===== src/sv/sfm_pkg.sv =====
`default_nettype none
// ----------------------------------------------------------------------------
// sfm_pkg: shared types and constants for the substring first-match core
// Widths, command codes and the structs passed between the cells, the output
// buffer and the top level.
// ----------------------------------------------------------------------------
package sfm_pkg;

  localparam int PATTERN_MAX = 64;
  localparam int TEXT_MAX    = 4096;

  localparam int BYTE_W  = 8;
  localparam int CMD_W   = 2;
  localparam int START_W = 12;
  localparam int LEN_W   = $clog2(PATTERN_MAX + 1);
  localparam int POS_W   = $clog2(TEXT_MAX + 1);
  localparam int CALC_A  = (POS_W > LEN_W) ? POS_W : LEN_W;
  localparam int CALC_W  = (CALC_A > START_W) ? CALC_A : START_W;

  typedef enum logic [CMD_W-1:0] {
    CMD_CLEAR  = 2'd0,
    CMD_APPEND = 2'd1,
    CMD_TEXT   = 2'd2
  } cmd_t;

  // broadcast to every cell
  typedef struct packed {
    logic              restart;
    logic              shift;
    logic              load;
    logic [BYTE_W-1:0] data;
  } cell_ctrl_t;

  typedef struct packed {
    logic               found;
    logic [START_W-1:0] match_start;
    logic               overflow;
  } result_t;

endpackage
`default_nettype wire


===== src/sv/sfm_cell.sv =====
`default_nettype none
// ----------------------------------------------------------------------------
// sfm_cell: one pattern position of the match chain
// Holds one pattern byte and one match-progress bit; takes the progress bit of
// its left neighbour each text byte.
// ----------------------------------------------------------------------------
module sfm_cell (
  input  wire logic               clk,
  input  wire logic               rst,
  input  wire sfm_pkg::cell_ctrl_t ctrl,
  input  wire logic               sel,
  input  wire logic               active,
  input  wire logic               last,
  input  wire logic               prev,
  output logic                    prog,
  output logic                    hit
);
  import sfm_pkg::*;

  logic [BYTE_W-1:0] pat;
  logic              prog_next;

  assign prog_next = active & prev & (pat == ctrl.data);
  assign hit       = last & prog_next;

  always_ff @(posedge clk) begin
    if (ctrl.load && sel) begin
      pat <= ctrl.data;
    end
  end

  always_ff @(posedge clk) begin
    if (rst || ctrl.restart) begin
      prog <= 1'b0;
    end else if (ctrl.shift) begin
      prog <= prog_next;
    end
  end

endmodule
`default_nettype wire


===== src/sv/sfm_out_buf.sv =====
`default_nettype none
// ----------------------------------------------------------------------------
// sfm_out_buf: output register with skid stage
// Holds up to two results so the input side keeps running while the output
// is stalled.
// ----------------------------------------------------------------------------
module sfm_out_buf (
  input  wire logic             clk,
  input  wire logic             rst,
  input  wire logic             push,
  input  wire sfm_pkg::result_t push_data,
  output logic                  full,
  output logic                  out_valid,
  input  wire logic             out_stall,
  output sfm_pkg::result_t      out_data
);
  import sfm_pkg::*;

  logic    main_valid;
  logic    skid_valid;
  result_t main_data;
  result_t skid_data;
  logic    pop;

  assign pop       = main_valid & ~out_stall;
  assign out_valid = main_valid;
  assign out_data  = main_data;
  assign full      = skid_valid;

  always_ff @(posedge clk) begin
    if (rst) begin
      main_valid <= 1'b0;
      skid_valid <= 1'b0;
    end else if (!main_valid || pop) begin
      if (skid_valid) begin
        main_valid <= 1'b1;
        skid_valid <= 1'b0;
      end else begin
        main_valid <= push;
      end
    end else if (push) begin
      skid_valid <= 1'b1;
    end
  end

  always_ff @(posedge clk) begin
    if (!main_valid || pop) begin
      main_data <= skid_valid ? skid_data : push_data;
    end else if (push) begin
      skid_data <= push_data;
    end
  end

endmodule
`default_nettype wire


===== src/sv/substring_first_match_core.sv =====
`default_nettype none
// ----------------------------------------------------------------------------
// substring_first_match_core: earliest match of a stored pattern in a text
// Pattern is loaded byte by byte into a chain of cells; text is streamed and
// one result is given per text.
// ----------------------------------------------------------------------------
// Takes one item per clock unless in_stall: pattern clear, pattern append or
// text byte. Every unsaturated text byte updates all pattern cells together,
// so the rate is one item per cycle whatever the pattern length. A text's
// result is registered in the output register (or skid stage if it is held)
// as its last byte is taken; in_stall rises only when both hold results.
module substring_first_match_core (
  input  wire logic                          clk,
  input  wire logic                          rst,
  input  wire logic                          in_valid,
  output logic                               in_stall,
  input  wire logic [sfm_pkg::CMD_W-1:0]     command,
  input  wire logic [sfm_pkg::BYTE_W-1:0]    byte_value,
  input  wire logic                          end_of_text,
  output logic                               out_valid,
  input  wire logic                          out_stall,
  output logic                               found,
  output logic [sfm_pkg::START_W-1:0]        match_start,
  output logic                               overflow
);
  import sfm_pkg::*;

  logic [LEN_W-1:0]       pat_len;
  logic [LEN_W-1:0]       pat_len_next;
  logic [POS_W-1:0]       text_pos;
  logic [POS_W-1:0]       text_pos_next;
  logic                   hit_seen;
  logic                   hit_seen_next;
  logic [START_W-1:0]     hit_start;
  logic [START_W-1:0]     hit_start_next;
  logic                   ovf_seen;
  logic                   ovf_seen_next;

  logic                   acc;
  logic                   saturated;
  logic                   hit_now;
  logic [CALC_W-1:0]      start_calc;
  logic                   push;
  cell_ctrl_t             ctrl;
  result_t                res;
  result_t                out_data;
  logic                   buf_full;

  logic [PATTERN_MAX-1:0] prog;
  logic [PATTERN_MAX-1:0] hits;
  logic [PATTERN_MAX-1:0] prev;

  assign acc       = in_valid & ~in_stall;
  assign in_stall  = buf_full;
  assign saturated = (text_pos >= POS_W'(TEXT_MAX));
  assign hit_now   = |hits;
  assign start_calc = CALC_W'(text_pos) + CALC_W'(1) - CALC_W'(pat_len);

  genvar gi;
  generate
    for (gi = 0; gi < PATTERN_MAX; gi++) begin : g_cell
      if (gi == 0) begin : g_head
        assign prev[gi] = 1'b1;
      end else begin : g_link
        assign prev[gi] = prog[gi-1];
      end
      sfm_cell u_cell (
        .clk    (clk),
        .rst    (rst),
        .ctrl   (ctrl),
        .sel    (pat_len == LEN_W'(gi)),
        .active (pat_len > LEN_W'(gi)),
        .last   (pat_len == LEN_W'(gi + 1)),
        .prev   (prev[gi]),
        .prog   (prog[gi]),
        .hit    (hits[gi])
      );
    end
  endgenerate

  always_comb begin
    pat_len_next   = pat_len;
    text_pos_next  = text_pos;
    hit_seen_next  = hit_seen;
    hit_start_next = hit_start;
    ovf_seen_next  = ovf_seen;
    ctrl.restart   = 1'b0;
    ctrl.shift     = 1'b0;
    ctrl.load      = 1'b0;
    ctrl.data      = byte_value;
    push           = 1'b0;
    if (acc) begin
      case (cmd_t'(command))
        CMD_CLEAR: begin
          pat_len_next  = '0;
          ovf_seen_next = 1'b0;
          ctrl.restart  = 1'b1;
        end
        CMD_APPEND: begin
          if (pat_len < LEN_W'(PATTERN_MAX)) begin
            pat_len_next = pat_len + LEN_W'(1);
            ctrl.load    = 1'b1;
          end else begin
            ovf_seen_next = 1'b1;
          end
          ctrl.restart = 1'b1;
        end
        CMD_TEXT: begin
          if (saturated) begin
            ovf_seen_next = 1'b1;
          end else begin
            ctrl.shift    = 1'b1;
            text_pos_next = text_pos + POS_W'(1);
            if (hit_now && !hit_seen) begin
              hit_seen_next  = 1'b1;
              hit_start_next = start_calc[START_W-1:0];
            end
          end
          if (end_of_text) begin
            push = 1'b1;
            ctrl.restart = 1'b1;
          end
        end
        default: begin
        end
      endcase
    end
    res.found       = hit_seen_next;
    res.match_start = hit_seen_next ? hit_start_next : '0;
    res.overflow    = ovf_seen_next;
    if (ctrl.restart) begin
      text_pos_next  = '0;
      hit_seen_next  = 1'b0;
      hit_start_next = '0;
    end
  end

  always_ff @(posedge clk) begin
    if (rst) begin
      pat_len   <= '0;
      text_pos  <= '0;
      hit_seen  <= 1'b0;
      hit_start <= '0;
      ovf_seen  <= 1'b0;
    end else begin
      pat_len   <= pat_len_next;
      text_pos  <= text_pos_next;
      hit_seen  <= hit_seen_next;
      hit_start <= hit_start_next;
      ovf_seen  <= ovf_seen_next;
    end
  end

  sfm_out_buf u_out_buf (
    .clk       (clk),
    .rst       (rst),
    .push      (push),
    .push_data (res),
    .full      (buf_full),
    .out_valid (out_valid),
    .out_stall (out_stall),
    .out_data  (out_data)
  );

  assign found       = out_data.found;
  assign match_start = out_data.match_start;
  assign overflow    = out_data.overflow;

  a_skid_implies_main: assert property (@(posedge clk) disable iff (rst)
    in_stall |-> out_valid)
    else $error("skid stage full with empty output register");

  a_len_bound: assert property (@(posedge clk) disable iff (rst)
    pat_len <= LEN_W'(PATTERN_MAX))
    else $error("pattern length beyond capacity");

  a_pos_bound: assert property (@(posedge clk) disable iff (rst)
    text_pos <= POS_W'(TEXT_MAX))
    else $error("text position beyond saturation");

  a_clear_empties: assert property (@(posedge clk) disable iff (rst)
    (acc && command == CMD_CLEAR) |=> (pat_len == '0 && prog == '0 && !ovf_seen))
    else $error("clear left pattern or progress state");

  a_progress_in_range: assert property (@(posedge clk) disable iff (rst)
    (pat_len < LEN_W'(PATTERN_MAX)) |-> ((prog >> pat_len) == '0))
    else $error("progress bit set beyond pattern length");

endmodule
`default_nettype wire

===== config.mk =====
export PLATFORM = sky130hd
export DESIGN_NAME = substring_first_match_core
export DESIGN_NICKNAME = d
export VERILOG_FILES = /design/src/sv/sfm_pkg.sv /design/src/sv/sfm_cell.sv /design/src/sv/sfm_out_buf.sv /design/src/sv/substring_first_match_core.sv
export SDC_FILE = /design/constraint.sdc
export NUM_CORES = 1
export LEC_CHECK = 0
export BUFFER_PORTS_ARGS = -buffer_cell sky130_fd_sc_hd__buf_2
export CORE_MARGIN = 8
export CORE_UTILIZATION = 30
export DETAILED_ROUTE_END_ITERATION = 8
export PLACE_DENSITY = 0.41
export SLEW_MARGIN = 20
export SYNTH_ARGS = -nofsm -noshare
export SYNTH_HDL_FRONTEND = slang
export SYNTH_SLANG_ARGS = --single-unit

===== constraint.sdc =====
create_clock -name clk -period 4.6 [get_ports clk]
set_input_delay 1.15 -clock clk [delete_from_list [all_inputs] [get_ports clk]]
set_output_delay 1.15 -clock clk [all_outputs]
set_load 0.05 [all_outputs]

# [Word-level counts from Yosys, hierarchy flattened]
# Cells that the tools add are included.
[classes] eq_ne=131 mux=26 add_sub_neg=3 bitwise_logic=197 reduce_logical=79 n_lt_le_gt_ge=66
[ops] op="$eq A8 B8 Y1" count=64
[ops] op="$eq A7 B6 Y1 const B" count=32
[ops] op="$gt A7 B6 Y1 const B" count=32
[ops] op="$and A1 B1 Y1" count=193
[ops] op="$eq A7 B5 Y1 const B" count=16
[ops] op="$gt A7 B5 Y1 const B" count=16
[ops] op="$logic_and A1 B1 Y1" count=65
[ops] op="$reduce_or A64 Y1" count=1
[ops] op="$mux W12" count=5
[ops] op="$eq A7 B4 Y1 const B" count=8
[ops] op="$gt A7 B4 Y1 const B" count=8
[ops] op="$eq A7 B3 Y1 const B" count=4
[ops] op="$gt A7 B3 Y1 const B" count=4
[ops] op="$mux W1" count=15
[ops] op="$eq A7 B2 Y1 const B" count=2
[ops] op="$gt A7 B1 Y1 const B" count=2
[ops] op="$gt A7 B2 Y1 const B" count=2
[ops] op="$mux W14" count=1
[ops] op="$pmux W7 S2" count=1
[ops] op="$add A13 B1 Y13 const B" count=1
[ops] op="$ge A13 B13 Y1 const B" count=1
[ops] op="$sub A12 B7 Y12" count=1
[ops] op="$add A7 B1 Y7 const B" count=1
[ops] op="$eq A7 B1 Y1 const B" count=1
[ops] op="18 further kinds" count=26
[word_totals] output_inout_bits=16 ff_bits=639 elab_cells=642 inputBits=15

# [Longest topological paths before layout]
# Gate-level depths: netlist of the first run.
[depth] word_depth=12 depth_mapped=16

# [Hierarchy]
# From an unflattened synthesis of the first run, not the netlist that was laid out.
[unflattened] cells_unflattened=2171 area_unflattened_um2=29650.9
[modules_own_cells] mod="sfm_cell" area_each_um2=392.9 n_inst=64 seq_area_each_um2=260.2 cells_per_inst=25
[modules_own_cells] mod="substring_first_match_core" area_each_um2=3379.5 n_inst=1 seq_area_each_um2=680.7 cells_per_inst=520
[modules_own_cells] mod="sfm_out_buf" area_each_um2=1127.3 n_inst=1 seq_area_each_um2=880.8 cells_per_inst=51

# [Worst setup path before layout of the first run]
# No wires, ideal clock.
[synth_path] kind="input to register" start="input byte_value[4] in the netlist's numbering" end="register u_out_buf.main_data (netlist bit u_out_buf.out_data[1]), data pin" arrival_time_ps=3431 stages=12 path_slack_ps=909 t_required_ps=4340 n_path_buf=3 path_cell_list="buf_2 buf_2 buf_4 xnor2_1 nand3_1 nor4_1 a22oi_1 nand3_1 a2111oi_2 a41oi_4 a22o_1 mux2_2"
[synth_lines] element="from (decl)" line_no="substring_first_match_core.sv:18" text="input wire logic [sfm_pkg::BYTE_W-1:0] byte_value,"
[synth_lines] element="to (signal assigned)" line_no="sfm_out_buf.sv:48" text="main_data <= skid_valid ? skid_data : push_data;"
[synth_lines] element="to (decl)" line_no="sfm_out_buf.sv:21" text="result_t main_data;"

==> run summary, run 1 <==
======================================================================================
Status                                                                       completed
Setup slack of the critical path after layout                                   112 ps
Power consumption                                                            12,900 uW
Worst-margin pin slew                                                          1260 ps
Standard-cell row count                                                            114
Pin count of the biggest net entering global routing                                74
CTS Buf Count                                                                       77
Highest Clock Rate                                                           0.223 GHz
Number of buffers inserted to repair setup after CTS                                 0
Remaining DRCs                                                                       0
Resized cells post-CTS                                                               0
Number of maximum-capacitance violations                                             0
Die width                                                                       329 um
Worst rel slew slack                                                             15.2%
Portion of the post-synthesis area used by sequential elements                   61.9%
Placed Cells                                                                     3,752
Post-synthesis share of cell area spent on xor and xnor gates                    16.2%
Post-synth top flop                                                       sky130_fd_sc_hd__edfxtp_1
Post-layout instance count excluding filler cells                                3,893
Count of buffering cells on the critical path with inverters included                2
Number of synthesized register bits                                                639
Count of port buffers added during placement                                        30
First DRT Iteration DRCs                                                         1,521
Post-CTS Hold Buffers                                                                0
Drt pass-1 iters                                                                     6
Cell type of the slowest stage on the worst timing path                   sky130_fd_sc_hd__dfxtp_1
# H-tree levels                                                                      3
Via count of the first global-routing pass                                      19,340
Critical Path Fanout Max                                                            18
TritonCTS clock tree                                                               yes
Cell with the most instances after synthesis                              sky130_fd_sc_hd__edfxtp_1
Area of the die                                                              0.108 mm2
Syn Nets                                                                         2,374
Clock root cell                                                           sky130_fd_sc_hd__clkbuf_16
Synthesized cell area                                                       0.0294 mm2
Setup repair after global routing missed its margin                                 no
Number of warnings issued by yosys                                                   0
GRT Util Overall                                                                 16.7%
Critical path endpoint category                                                   flop
Crit path required time                                                        4960 ps
Starting density of the core                                                     30.3%
Post-detailed-routing wire length                                              91.3 mm
NumNets Final                                                                    2,588
Final clock period utilization by the worst path                                 97.6%
Post-DR vias/cell                                                                 4.92
Register-to-register setup slack                                                110 ps
Power density normalized to cell area                                       366 mW/mm2
Simple-gate portion of the synthesized area                                      12.9%
Number of antenna violations at the first check in global routing                    0
Total global routing overflow                                                        0
Number of setup violations in the final report                                       0
Worst Path Class, Setup                                                     reg -> reg
IO Pins                                                                             31
Cell taking the most area after synthesis                                 sky130_fd_sc_hd__edfxtp_1
GP Congestion                                                                    0.831
Die Height                                                                      329 um
Classification of the worst-slack hold path                                 reg -> reg
Data arrival time of the critical path                                         4840 ps
Fraction of final layout cells sized beyond drive strength 1                     16.4%
Syn Inst Count                                                                   2,341
Clock insertion delay at the later pin of the skew report                       630 ps
IR Drop Worst-Case VDD                                                        0.269 mV
Final-layout fill cell count                                                     9,461
Detail Route Antenna Nets                                                            0
Post-synth cell types                                                               79
Multiplexer fraction of the synthesized cell area                               0.260%
Cell types with the largest area share after synthesis                    sky130_fd_sc_hd__edfxtp_1 55%, sky130_fd_sc_hd__xnor2_1 13%, sky130_fd_sc_hd__dfxtp_1 6.7%
Clock period minus final worst setup slack                                     4490 ps
Worst hold slack                                                                455 ps
Cell breakdown of the critical path                                       ha_1 -> buf_4 -> nand2b_1 -> o211ai_1 -> nor4_1 -> nor4_2 -> o2111ai_1 -> a2111oi_4 -> a41oi_4 -> buf_12 -> a22o_1 -> mux2_2
Area of the placeable core                                                  0.0969 mm2
Top cells by count, synth                                                 540 x sky130_fd_sc_hd__edfxtp_1, 449 x sky130_fd_sc_hd__xnor2_1, 206 x sky130_fd_sc_hd__nand2_1
Detailed-route wire length per cell                                            23.5 um
CP startpoint kind                                                                flop
Sinks on the clock net                                                             639
Vias post-DR                                                                    19,148
Inserted Diodes                                                                      0
Setup_tns                                                                         0 ps
Post-Syn Area per Cell                                                        12.6 um2
Clock Skew                                                                     32.0 ps
Final HPWL DP                                                                  62.9 mm
Maximum root-to-sink buffer count                                                    3
Number of enable-type register cells in the synthesized netlist                    540
Clock slew at the register clock pins of the worst setup and hold paths          60 ps
Share of the synthesized area in the top cell type                               55.2%
Dominant combinational cell family by area after synthesis                XOR/XNOR gates
Top delay family on crit path                                             compound AO/OA/AOI/OAI gates
Share of synthesized registers carrying an async set or reset                       0%
Leakage                                                                      0.0111 uW
Wire length of the first global-routing pass                                    135 mm
Final max-slew violation count                                                       0
Synthesized-area fraction occupied by adder cells                               0.792%
Maximum cell stage delay along the critical path                                730 ps
Area fraction in compound gates after synthesis                                  5.17%
Setup WS pre-CTS                                                               38.0 ps
Synthesis-to-finish area growth                                                  19.6%
Number of endpoints with negative hold slack in the final report                     0
======================================================================================
## worst register-to-register path, stage by stage, from the launching register on
cell,delay [ps]
sky130_fd_sc_hd__dfxtp_1,730
sky130_fd_sc_hd__ha_1,440
sky130_fd_sc_hd__buf_4,220
sky130_fd_sc_hd__nand2b_1,90
sky130_fd_sc_hd__o211ai_1,290
sky130_fd_sc_hd__nor4_1,210
sky130_fd_sc_hd__nor4_2,430
sky130_fd_sc_hd__o2111ai_1,350
sky130_fd_sc_hd__a2111oi_4,530
sky130_fd_sc_hd__a41oi_4,240
sky130_fd_sc_hd__buf_12,220
sky130_fd_sc_hd__a22o_1,210
sky130_fd_sc_hd__mux2_2,260
## placed cells by master (no fill, tap or decap), types with 11 or more instances in the layout
cell type	Yosys	final
sky130_fd_sc_hd__nand2b_1	11	11
sky130_fd_sc_hd__inv_1	18	18
sky130_fd_sc_hd__clkbuf_16	0	81
sky130_fd_sc_hd__xnor2_1	449	449
sky130_fd_sc_hd__buf_2	59	22
sky130_fd_sc_hd__clkinv_1	1	14
sky130_fd_sc_hd__ha_1	17	17
sky130_fd_sc_hd__nor2_1	125	124
sky130_fd_sc_hd__clkinv_2	0	13
sky130_fd_sc_hd__nand2_1	206	206
sky130_fd_sc_hd__buf_12	0	27
sky130_fd_sc_hd__nor4_1	59	55
sky130_fd_sc_hd__nand4_1	76	76
sky130_fd_sc_hd__nand3_1	97	96
sky130_fd_sc_hd__a21oi_1	84	84
sky130_fd_sc_hd__nor3_1	71	70
sky130_fd_sc_hd__xor2_1	95	95
sky130_fd_sc_hd__dfxtp_1	99	97
sky130_fd_sc_hd__edfxtp_1	540	540
sky130_fd_sc_hd__buf_4	25	221
sky130_fd_sc_hd__o211ai_1	17	17
sky130_fd_sc_hd__clkbuf_1	48	21
sky130_fd_sc_hd__or4_1	16	16
sky130_fd_sc_hd__or3_1	12	12
sky130_fd_sc_hd__o21ai_0	22	22
## final cells by class
type	instances	area, um2	share of cell area [%]
inverter	19	71.3	0.203
clock inverter	35	268	0.762
tap	1276	1600	4.54
multi-input combinational	1540	10400	29.7
timing repair buffer	278	2400	6.83
clock buffer	106	2160	6.15
sequential	639	18200	51.8
## registers in the layout, summed over array words and instances, names as in the netlist
register	cells
u_out_buf.out_data	14
g_cell.u_cell.prog	63
hit_seen	1
g_cell.u_cell.pat	512
ovf_seen	1
hit_start	12
u_out_buf.full	1
u_out_buf.skid_data	14
pat_len	7
text_pos	13
u_out_buf.out_valid	1
## cells by family after synthesis
family          after synthesis
simple gates                750
flops                       639
xor+xnor                    544
compound gates              221
buf+inv                     162
fa+ha+maj                    18
mux                           7
## through the flow
stage                     cell area, um2  utilization, %
after detailed placement           32700            33.8
after global placement             32700            33.8
final                              35100            36.3
after global routing               35100            36.3
after CTS                          35100            36.3
after floorplan                    29400               -
## power breakdown
part	total, uW	switching (uW)	internal [uW]
sequential	6280	4.12	6270
combinational	709	445	264
clock	5870	2420	3450
total	12900	2860	9990
## routing by layer
layer  routed length (um)  GRT usage [%]  vias up
met5                    0              0        -
met4                 2930           5.61        0
met3                 4270           2.21      151
met2                41900           26.9      488
met1                42300           23.2     9618
li1                     -              -     8891
## final timing paths
| path | start | endpoint | depth (start not counted) |
|---|---|---|---|
| max | pat_len[1]$_SDFFE_PP0P_ | u_out_buf.out_data[3]$_DFFE_PP_ | 12 |
| min | g_cell[61].u_cell.prog$_SDFFE_PP0P_ | g_cell[61].u_cell.prog$_SDFFE_PP0P_ | 2 |
| max reg2reg | pat_len[1]$_SDFFE_PP0P_ | u_out_buf.out_data[3]$_DFFE_PP_ | 12 |
| min reg2reg | g_cell[61].u_cell.prog$_SDFFE_PP0P_ | g_cell[61].u_cell.prog$_SDFFE_PP0P_ | 2 |
Note: power is estimated with default switching activity, not from simulation.
==> run 2: changes to the inputs <==
--- a/config.mk
+++ b/config.mk
@@ -9,7 +9,7 @@
 export CORE_MARGIN = 8
 export CORE_UTILIZATION = 30
 export DETAILED_ROUTE_END_ITERATION = 8
-export PLACE_DENSITY = 0.41
+export PLACE_DENSITY = 0.42
 export SLEW_MARGIN = 20
 export SYNTH_ARGS = -nofsm -noshare
 export SYNTH_HDL_FRONTEND = slang
==> constraint.sdc (replaced) <==
create_clock -name clk -period 3.95 [get_ports clk]
set_input_delay 0.9875 -clock clk [delete_from_list [all_inputs] [get_ports clk]]
set_output_delay 0.9875 -clock clk [all_outputs]
set_load 0.05 [all_outputs]
==> run 2 against run 1 <==
Compared with the run above: final cell count rose by 4.2%; via count up 3.3%; flip-flop and latch count did not move.
==> run summary, run 2 (synthesis gave the netlist of run 1 again) <==
======================================================================================
Post-Route M1 WL                                                               42.4 mm   +0.26%
Inserted Diodes                                                                      0   unchanged
Area of the placeable core                                                  0.0969 mm2   unchanged
GP Congestion                                                                    0.873   +5.1%
Start point of the critical path                                          pat_len[6]$_SDFFE_PP0P_
Number of maximum-capacitance violations                                             0   unchanged
Power share of the clock group                                                   46.5%   +0.8 points
Leading cell types in the layout, fill and taps excluded                  540 x sky130_fd_sc_hd__edfxtp_1, 449 x sky130_fd_sc_hd__xnor2_1, 379 x sky130_fd_sc_hd__buf_4
Startpoint of the tightest hold check path                                g_cell[26].u_cell.prog$_SDFFE_PP0P_
Starting density of the core                                                     30.3%   unchanged
Post-detailed-routing wire length                                              93.4 mm   +2.3%
Cell internal power dissipation                                              11,900 uW   +20%
NumNets Final                                                                    2,747   +6.1%
Via count of the first global-routing pass                                      20,046   +3.7%
Final clock period utilization by the worst path                                 96.9%   -0.70 points
Part of the power in registers                                                   47.6%   -1.2 points
Clock Skew                                                                     32.0 ps   -0.0581 ps
Final max-slew violation count                                                       0   unchanged
Switching Power                                                                3410 uW   +19%
Routed length on met3                                                          5.11 mm   +20%
Detailed-route wire length per cell                                            23.0 um   -1.8%
Crit-path most repeated cell                                              sky130_fd_sc_hd__buf_4
Maximum cell stage delay along the critical path                                630 ps   -100 ps
Number of antenna violations at the first check in global routing                    1   +1
Cell type of the slowest stage on the worst timing path                   sky130_fd_sc_hd__or4b_1
Cell breakdown of the critical path                                       buf_4 -> or4b_1 -> buf_4 -> o211ai_2 -> nor2_1 -> a32oi_2 -> buf_4 -> nand4_1 -> a2111oi_4 -> buf_4 -> a41oi_4 -> buf_12 -> a22o_1 -> mux2_2
Critical path endpoint category                                                   flop
Worst Path Class, Setup                                                     reg -> reg
Number of setup violations in the final report                                       0   unchanged
Detail Route Antenna Nets                                                            0   unchanged
Status                                                                       completed
Highest Clock Rate                                                           0.261 GHz   +17%
Placed cell area                                                            0.0339 mm2   +3.6%
Power density normalized to cell area                                       421 mW/mm2   +15%
Die width                                                                       329 um   unchanged
Switching part of the total power                                                22.2%   -0.086 points
Wire length of the first global-routing pass                                    138 mm   +2.0%
Placed Cells                                                                     3,909   +4.2%
Total global routing overflow                                                        0   unchanged
Remaining DRCs                                                                       0   unchanged
Final HPWL DP                                                                  67.7 mm   +7.6%
Met2 Wirelength                                                                42.7 mm   +2.0%
Worst rel slew slack                                                             37.7%   +23 points
Top flop regs                                                             g_cell.u_cell.pat x512, g_cell.u_cell.prog x63
Critical Path Fanout Max                                                            11   -7
Final design area excluding fillers                                         0.0365 mm2   +3.9%
Data arrival time of the critical path                                         4210 ps   -630 ps
Most common library cell in the layout ignoring fill and taps             sky130_fd_sc_hd__edfxtp_1
Standard-cell row count                                                            114   unchanged
Post-layout instance count excluding filler cells                                4,055   +4.2%
Crit path required time                                                        4330 ps   -630 ps
Largest register FFs                                                               512   unchanged
Pin count of the biggest net entering global routing                                49   -34%
First DRT Iteration DRCs                                                         1,643   +8.0%
Clock slew at the register clock pins of the worst setup and hold paths          60 ps   about the same
Top reg by flops                                                          g_cell.u_cell.pat
CTS Buf Count                                                                       77   unchanged
Number of endpoints with negative hold slack in the final report                     0   unchanged
Worst-margin pin slew                                                           925 ps   -331 ps
Maximum root-to-sink buffer count                                                    3   unchanged
Clock insertion delay at the later pin of the skew report                       640 ps   about the same
# H-tree levels                                                                      3   unchanged
Clock root cell                                                           sky130_fd_sc_hd__clkbuf_16
R2r startpoint                                                            pat_len[6]$_SDFFE_PP0P_
Drt pass-1 iters                                                                     5   -1
Synthesis-to-finish area growth                                                  24.2%
CP startpoint kind                                                                flop
Count of port buffers added during placement                                        30   unchanged
Leakage                                                                      0.0120 uW   +7.5%
Vias post-DR                                                                    19,777   +3.3%
Post-CTS Hold Buffers                                                                0   unchanged
Post-DR vias/cell                                                                 4.88   -0.84%
Highest layer used for signal routing                                             met4
Die Height                                                                      329 um   unchanged
IO Pins                                                                             31   unchanged
GRT Util Overall                                                                 17.1%   +0.38 points
TritonCTS clock tree                                                               yes
Sinks on the clock net                                                             639   unchanged
Classification of the worst-slack hold path                                 reg -> reg
Fraction of final layout cells sized beyond drive strength 1                     21.6%   +5.2 points
IR Drop Worst-Case VDD                                                        0.316 mV   +18%
Clock period minus final worst setup slack                                     3830 ps   -662 ps
Final-layout fill cell count                                                     9,288   -1.8%
Area of the die                                                              0.108 mm2   unchanged
Combinational power share                                                         5.8%   +0.3 points
======================================================================================
==> run 2: power by group through the flow <==
stage / registers (uW) / clock network (uW) / logic [uW]
after floorplan: 7460 / 0 / 451
after global placement: 7450 / 0 / 907
after detailed placement: 7450 / 0 / 911
after CTS: 7310 / 7350 / 915
after global routing: 7310 / 7610 / 971
final: 7310 / 7140 / 896
==> run 2: final timing paths <==
check	to	slack, ps	cells past startpoint
setup reg to reg	u_out_buf.out_data[2]$_DFFE_PP_	120	14
hold / removal	g_cell[26].u_cell.prog$_SDFFE_PP0P_	450	2
setup / recovery	u_out_buf.out_data[2]$_DFFE_PP_	120	14
hold reg to reg	g_cell[26].u_cell.prog$_SDFFE_PP0P_	450	2
==> run 2: final cells by class <==
type	instances	area (um2)	share of cell area, %
well taps	1276	1600	4.38
clock inverters	38	384	1.05
repair buffers	437	3610	9.88
inverters	19	71.3	0.195
flip-flops and latches	639	18200	49.9
multi-input cells	1540	10500	28.7
clock buffers	106	2150	5.89
==> run 2: per-stage QoR <==
step / setup slack (ps) / hold WS (ps) / power, uW / util (%) / setup TNS, ps
after floorplan: 422 / 428 / 7910 / - / 0
after global placement: -363 / 439 / 8360 / 35.0 / -10770
after detailed placement: -346 / 446 / 8360 / 35.0 / -10290
after CTS: 23.5 / 454 / 15600 / 37.6 / 0
after global routing: -17.1 / 469 / 15900 / 37.7 / -45.3
final: 124 / 452 / 15300 / 37.7 / 0
==> run 2: worst max-delay path, delay by kind of cell, from the launching register on <==
kind	cells	cell delay (ps)
buffers and inverters	5	940
AND/OR/NAND/NOR	3	850
flip-flops	1	410
AO/OA/AOI/OAI	5	1100
multiplexers	1	260
==> run 2: metal layers <==
layer	track usage, %	vias up
met4	6.40	0
met1	23.2	9866
met5	0	-
met3	3.16	160
met2	27.1	521
li1	-	9230
==> run 2: repair_timing <==
item | in CTS | in global routing
pin swaps | 0 | 2
hold endpoints to repair | 0 | 0
buffers inserted | 0 | 2
gates cloned | 0 | 0
gates resized for setup | 2 | 8
endpoints found under the setup margin | 4 | 23
==> run 3: changes to the inputs <==
--- a/config.mk
+++ b/config.mk
@@ -9,7 +9,7 @@
 export CORE_MARGIN = 8
 export CORE_UTILIZATION = 30
 export DETAILED_ROUTE_END_ITERATION = 8
-export PLACE_DENSITY = 0.42
+export PLACE_DENSITY = 0.41
 export SLEW_MARGIN = 20
 export SYNTH_ARGS = -nofsm -noshare
 export SYNTH_HDL_FRONTEND = slang
==> constraint.sdc (replaced) <==
create_clock -name clk -period 4.7 [get_ports clk]
set_input_delay 1.175 -clock clk [delete_from_list [all_inputs] [get_ports clk]]
set_output_delay 1.175 -clock clk [all_outputs]
set_load 0.05 [all_outputs]
==> run 3 against run 2 <==
Compared with the run above: critical path depth shrank 2; sequential share of layout area grew 1.7 points; final area shrank 3.3%; via count shrank 2.2%; first-iteration DRC count shrank 9.7%; worst hold slack is essentially flat; flip-flop and latch count is the same; highest routed layer is now met5; sequential power shrank 16%; largest cell class unchanged; non-clock buffer count shrank 147; maximum frequency shrank 12%; critical endpoint unchanged.
==> run summary, run 3 (synthesis gave the netlist of run 1 again) <==
======================================================================================
Status                                                                       completed
Via count of the first global-routing pass                                      19,378   -3.3%
Final clock period utilization by the worst path                                 93.0%   -3.8 points
IR Drop Worst-Case VDD                                                        0.280 mV   -11%
Total global routing overflow                                                        0   unchanged
Worst rel slew slack                                                             33.5%   -4.2 points
Count of port buffers added during placement                                        30   unchanged
Sinks on the clock net                                                             639   unchanged
Synthesis-to-finish area growth                                                  20.1%
Clock period minus final worst setup slack                                     4370 ps   +546 ps
CP startpoint kind                                                                flop
GRT Util Overall                                                                 17.0%   -0.024 points
Number of endpoints with negative hold slack in the final report                     0   unchanged
IO Pins                                                                             31   unchanged
Fraction of final layout cells sized beyond drive strength 1                     16.9%   -4.7 points
Post-DR vias/cell                                                                 4.96   +1.6%
Met1 track utilization from global routing                                       23.8%   +0.65 points
Detailed-route wire length per cell                                            23.9 um   +3.7%
Placed cell area                                                            0.0328 mm2   -3.2%
Remaining DRCs                                                                       0   unchanged
Pin count of the biggest net entering global routing                                49   unchanged
Data arrival time of the critical path                                         4760 ps   +550 ps
Met2 usage in global routing                                                     27.0%   -0.13 points
Inserted Diodes                                                                      0   unchanged
Classification of the worst-slack hold path                                 reg -> reg
Area of the placeable core                                                  0.0969 mm2   unchanged
Post-detailed-routing wire length                                              93.2 mm   -0.20%
Number of maximum-capacitance violations                                             0   unchanged
Power density normalized to cell area                                       363 mW/mm2   -14%
NumNets Final                                                                    2,599   -5.4%
Met3 demand-to-capacity share in global routing                                  3.14%   -0.024 points
Worst-margin pin slew                                                           988 ps   +63.2 ps
Combinational power share                                                         5.6%   -0.2 points
WHS Path Cells                                                                       2   unchanged
# H-tree levels                                                                      3   unchanged
Register-to-register setup slack                                                330 ps   +200 ps
Part of the power in registers                                                   47.9%   +0.3 points
Worst Path Class, Setup                                                     reg -> reg
TritonCTS clock tree                                                               yes
Clock insertion delay at the later pin of the skew report                       640 ps   about the same
Critical path endpoint category                                                   flop
Switching part of the total power                                                22.1%   -0.11 points
Die width                                                                       329 um   unchanged
Post-CTS Hold Buffers                                                                0   unchanged
Startpoint of the tightest hold check path                                g_cell[61].u_cell.prog$_SDFFE_PP0P_
Start point of the critical path                                          pat_len[0]$_SDFFE_PP0P_
Highest Clock Rate                                                           0.229 GHz   -12%
Setup_tns                                                                         0 ps   unchanged
Switching Power                                                                2830 uW   -17%
Top Usage Layer GRT                                                               met2
Clock root cell                                                           sky130_fd_sc_hd__clkbuf_16
Final-layout fill cell count                                                     9,376   +0.95%
Wire length of the first global-routing pass                                    138 mm   -0.41%
Number of setup violations in the final report                                       0   unchanged
Starting density of the core                                                     30.3%   unchanged
Detail Route Antenna Nets                                                            0   unchanged
GP Congestion                                                                    0.870   -0.39%
CTS Buf Count                                                                       76   -1.3%
Maximum root-to-sink buffer count                                                    3   unchanged
Leading cell types in the layout, fill and taps excluded                  540 x sky130_fd_sc_hd__edfxtp_1, 449 x sky130_fd_sc_hd__xnor2_1, 233 x sky130_fd_sc_hd__buf_4
Top reg by flops                                                          g_cell.u_cell.pat
R2r startpoint                                                            pat_len[0]$_SDFFE_PP0P_
Worst hold slack                                                                452 ps   -0.0950 ps
Largest register FFs                                                               512   unchanged
Most common library cell in the layout ignoring fill and taps             sky130_fd_sc_hd__edfxtp_1
Setup repair after global routing missed its margin                                 no
Drt pass-1 iters                                                                     5   unchanged
Final HPWL DP                                                                  65.1 mm   -3.8%
Cells on worst reg2reg path                                                         12   -2
Critical Path Fanout Max                                                            17   +6
Area of the die                                                              0.108 mm2   unchanged
Number of buffers inserted to repair setup after CTS                                 0   unchanged
Power consumption                                                            12,800 uW   -17%
Die Height                                                                      329 um   unchanged
Clock Skew                                                                     23.1 ps   -8.82 ps
Vias post-DR                                                                    19,346   -2.2%
Worst hold path endpoint                                                  g_cell[61].u_cell.prog$_SDFFE_PP0P_
Crit path required time                                                        5090 ps   +760 ps
Power share of the clock group                                                   46.5%   about the same
Clock slew at the register clock pins of the worst setup and hold paths          60 ps   about the same
Cell internal power dissipation                                                9980 uW   -16%
Worst reg2reg path endpoint                                               u_out_buf.out_data[2]$_DFFE_PP_
Standard-cell row count                                                            114   unchanged
Leakage                                                                      0.0112 uW   -6.2%
First DRT Iteration DRCs                                                         1,483   -9.7%
Final design area excluding fillers                                         0.0353 mm2   -3.3%
Top flop regs                                                             g_cell.u_cell.pat x512, g_cell.u_cell.prog x63
Final max-slew violation count                                                       0   unchanged
Number of antenna violations at the first check in global routing                    2   +1
Resized cells post-CTS                                                               0   -2
======================================================================================
run 3: worst max-delay path: stages, from the launching register on:
cell and delay, ps:
sky130_fd_sc_hd__dfxtp_1 650, sky130_fd_sc_hd__ha_1 550, sky130_fd_sc_hd__nand2b_1 530, sky130_fd_sc_hd__nor2_1 540, sky130_fd_sc_hd__nor4_1 220, sky130_fd_sc_hd__a22oi_1 240, sky130_fd_sc_hd__o311ai_0 200, sky130_fd_sc_hd__nor4_2 170
sky130_fd_sc_hd__buf_4 170, sky130_fd_sc_hd__a41oi_4 160, sky130_fd_sc_hd__buf_12 210, sky130_fd_sc_hd__a22o_1 200, sky130_fd_sc_hd__mux2_2 270
run 3: area by class of cell:
type	count	area (um2)	share of cell area [%]
sequential	639	18200	51.6
timing repair buffer	290	2490	7.06
tap	1276	1600	4.52
clock buffer	104	2150	6.09
clock inverter	35	344	0.975
inverter	19	71.3	0.202
multi-input combinational	1540	10400	29.6
run 3: worst max path at each step:
stage / endpoint / slack (ps) / cells after the start
after detailed placement: u_out_buf.out_data[2]$_DFFE_PP_ / 210 / 11
after CTS: u_out_buf.out_data[2]$_DFFE_PP_ / 390 / 12
after global routing: u_out_buf.out_data[2]$_DFFE_PP_ / 150 / 13
final: u_out_buf.out_data[2]$_DFFE_PP_ / 330 / 12
after floorplan: u_out_buf.out_data[1]$_DFFE_PP_ / 980 / 12
after global placement: u_out_buf.skid_data[12]$_DFFE_PP_ / 200 / 14
run 3: per-stage QoR:
step	util, %	std cells	setup slack (ps)
3_3_place_gp	33.9	3764	197
3_5_place_dp	33.9	3764	213
4_1_cts	36.4	3903	393
6_report	36.4	3903	328
2_1_floorplan	-	2341	984
5_1_grt	36.4	3903	146
run 3: routing by layer:
layer	routed length, um	vias to the layer above	part of all wire, %
li1	-	8928	-
met3	4650	172	5.0
met2	42200	530	45
met1	43600	9712	47
met5	24	-	0.026
met4	2650	4	2.8
run 3: power groups by stage:
stage / clock network [uW] / registers, uW / logic, uW
2_1_floorplan: 0 / 6270 / 379
3_3_place_gp: 0 / 6260 / 721
3_5_place_dp: 0 / 6260 / 725
4_1_cts: 6130 / 6140 / 729
5_1_grt: 6320 / 6140 / 771
6_report: 5960 / 6140 / 713
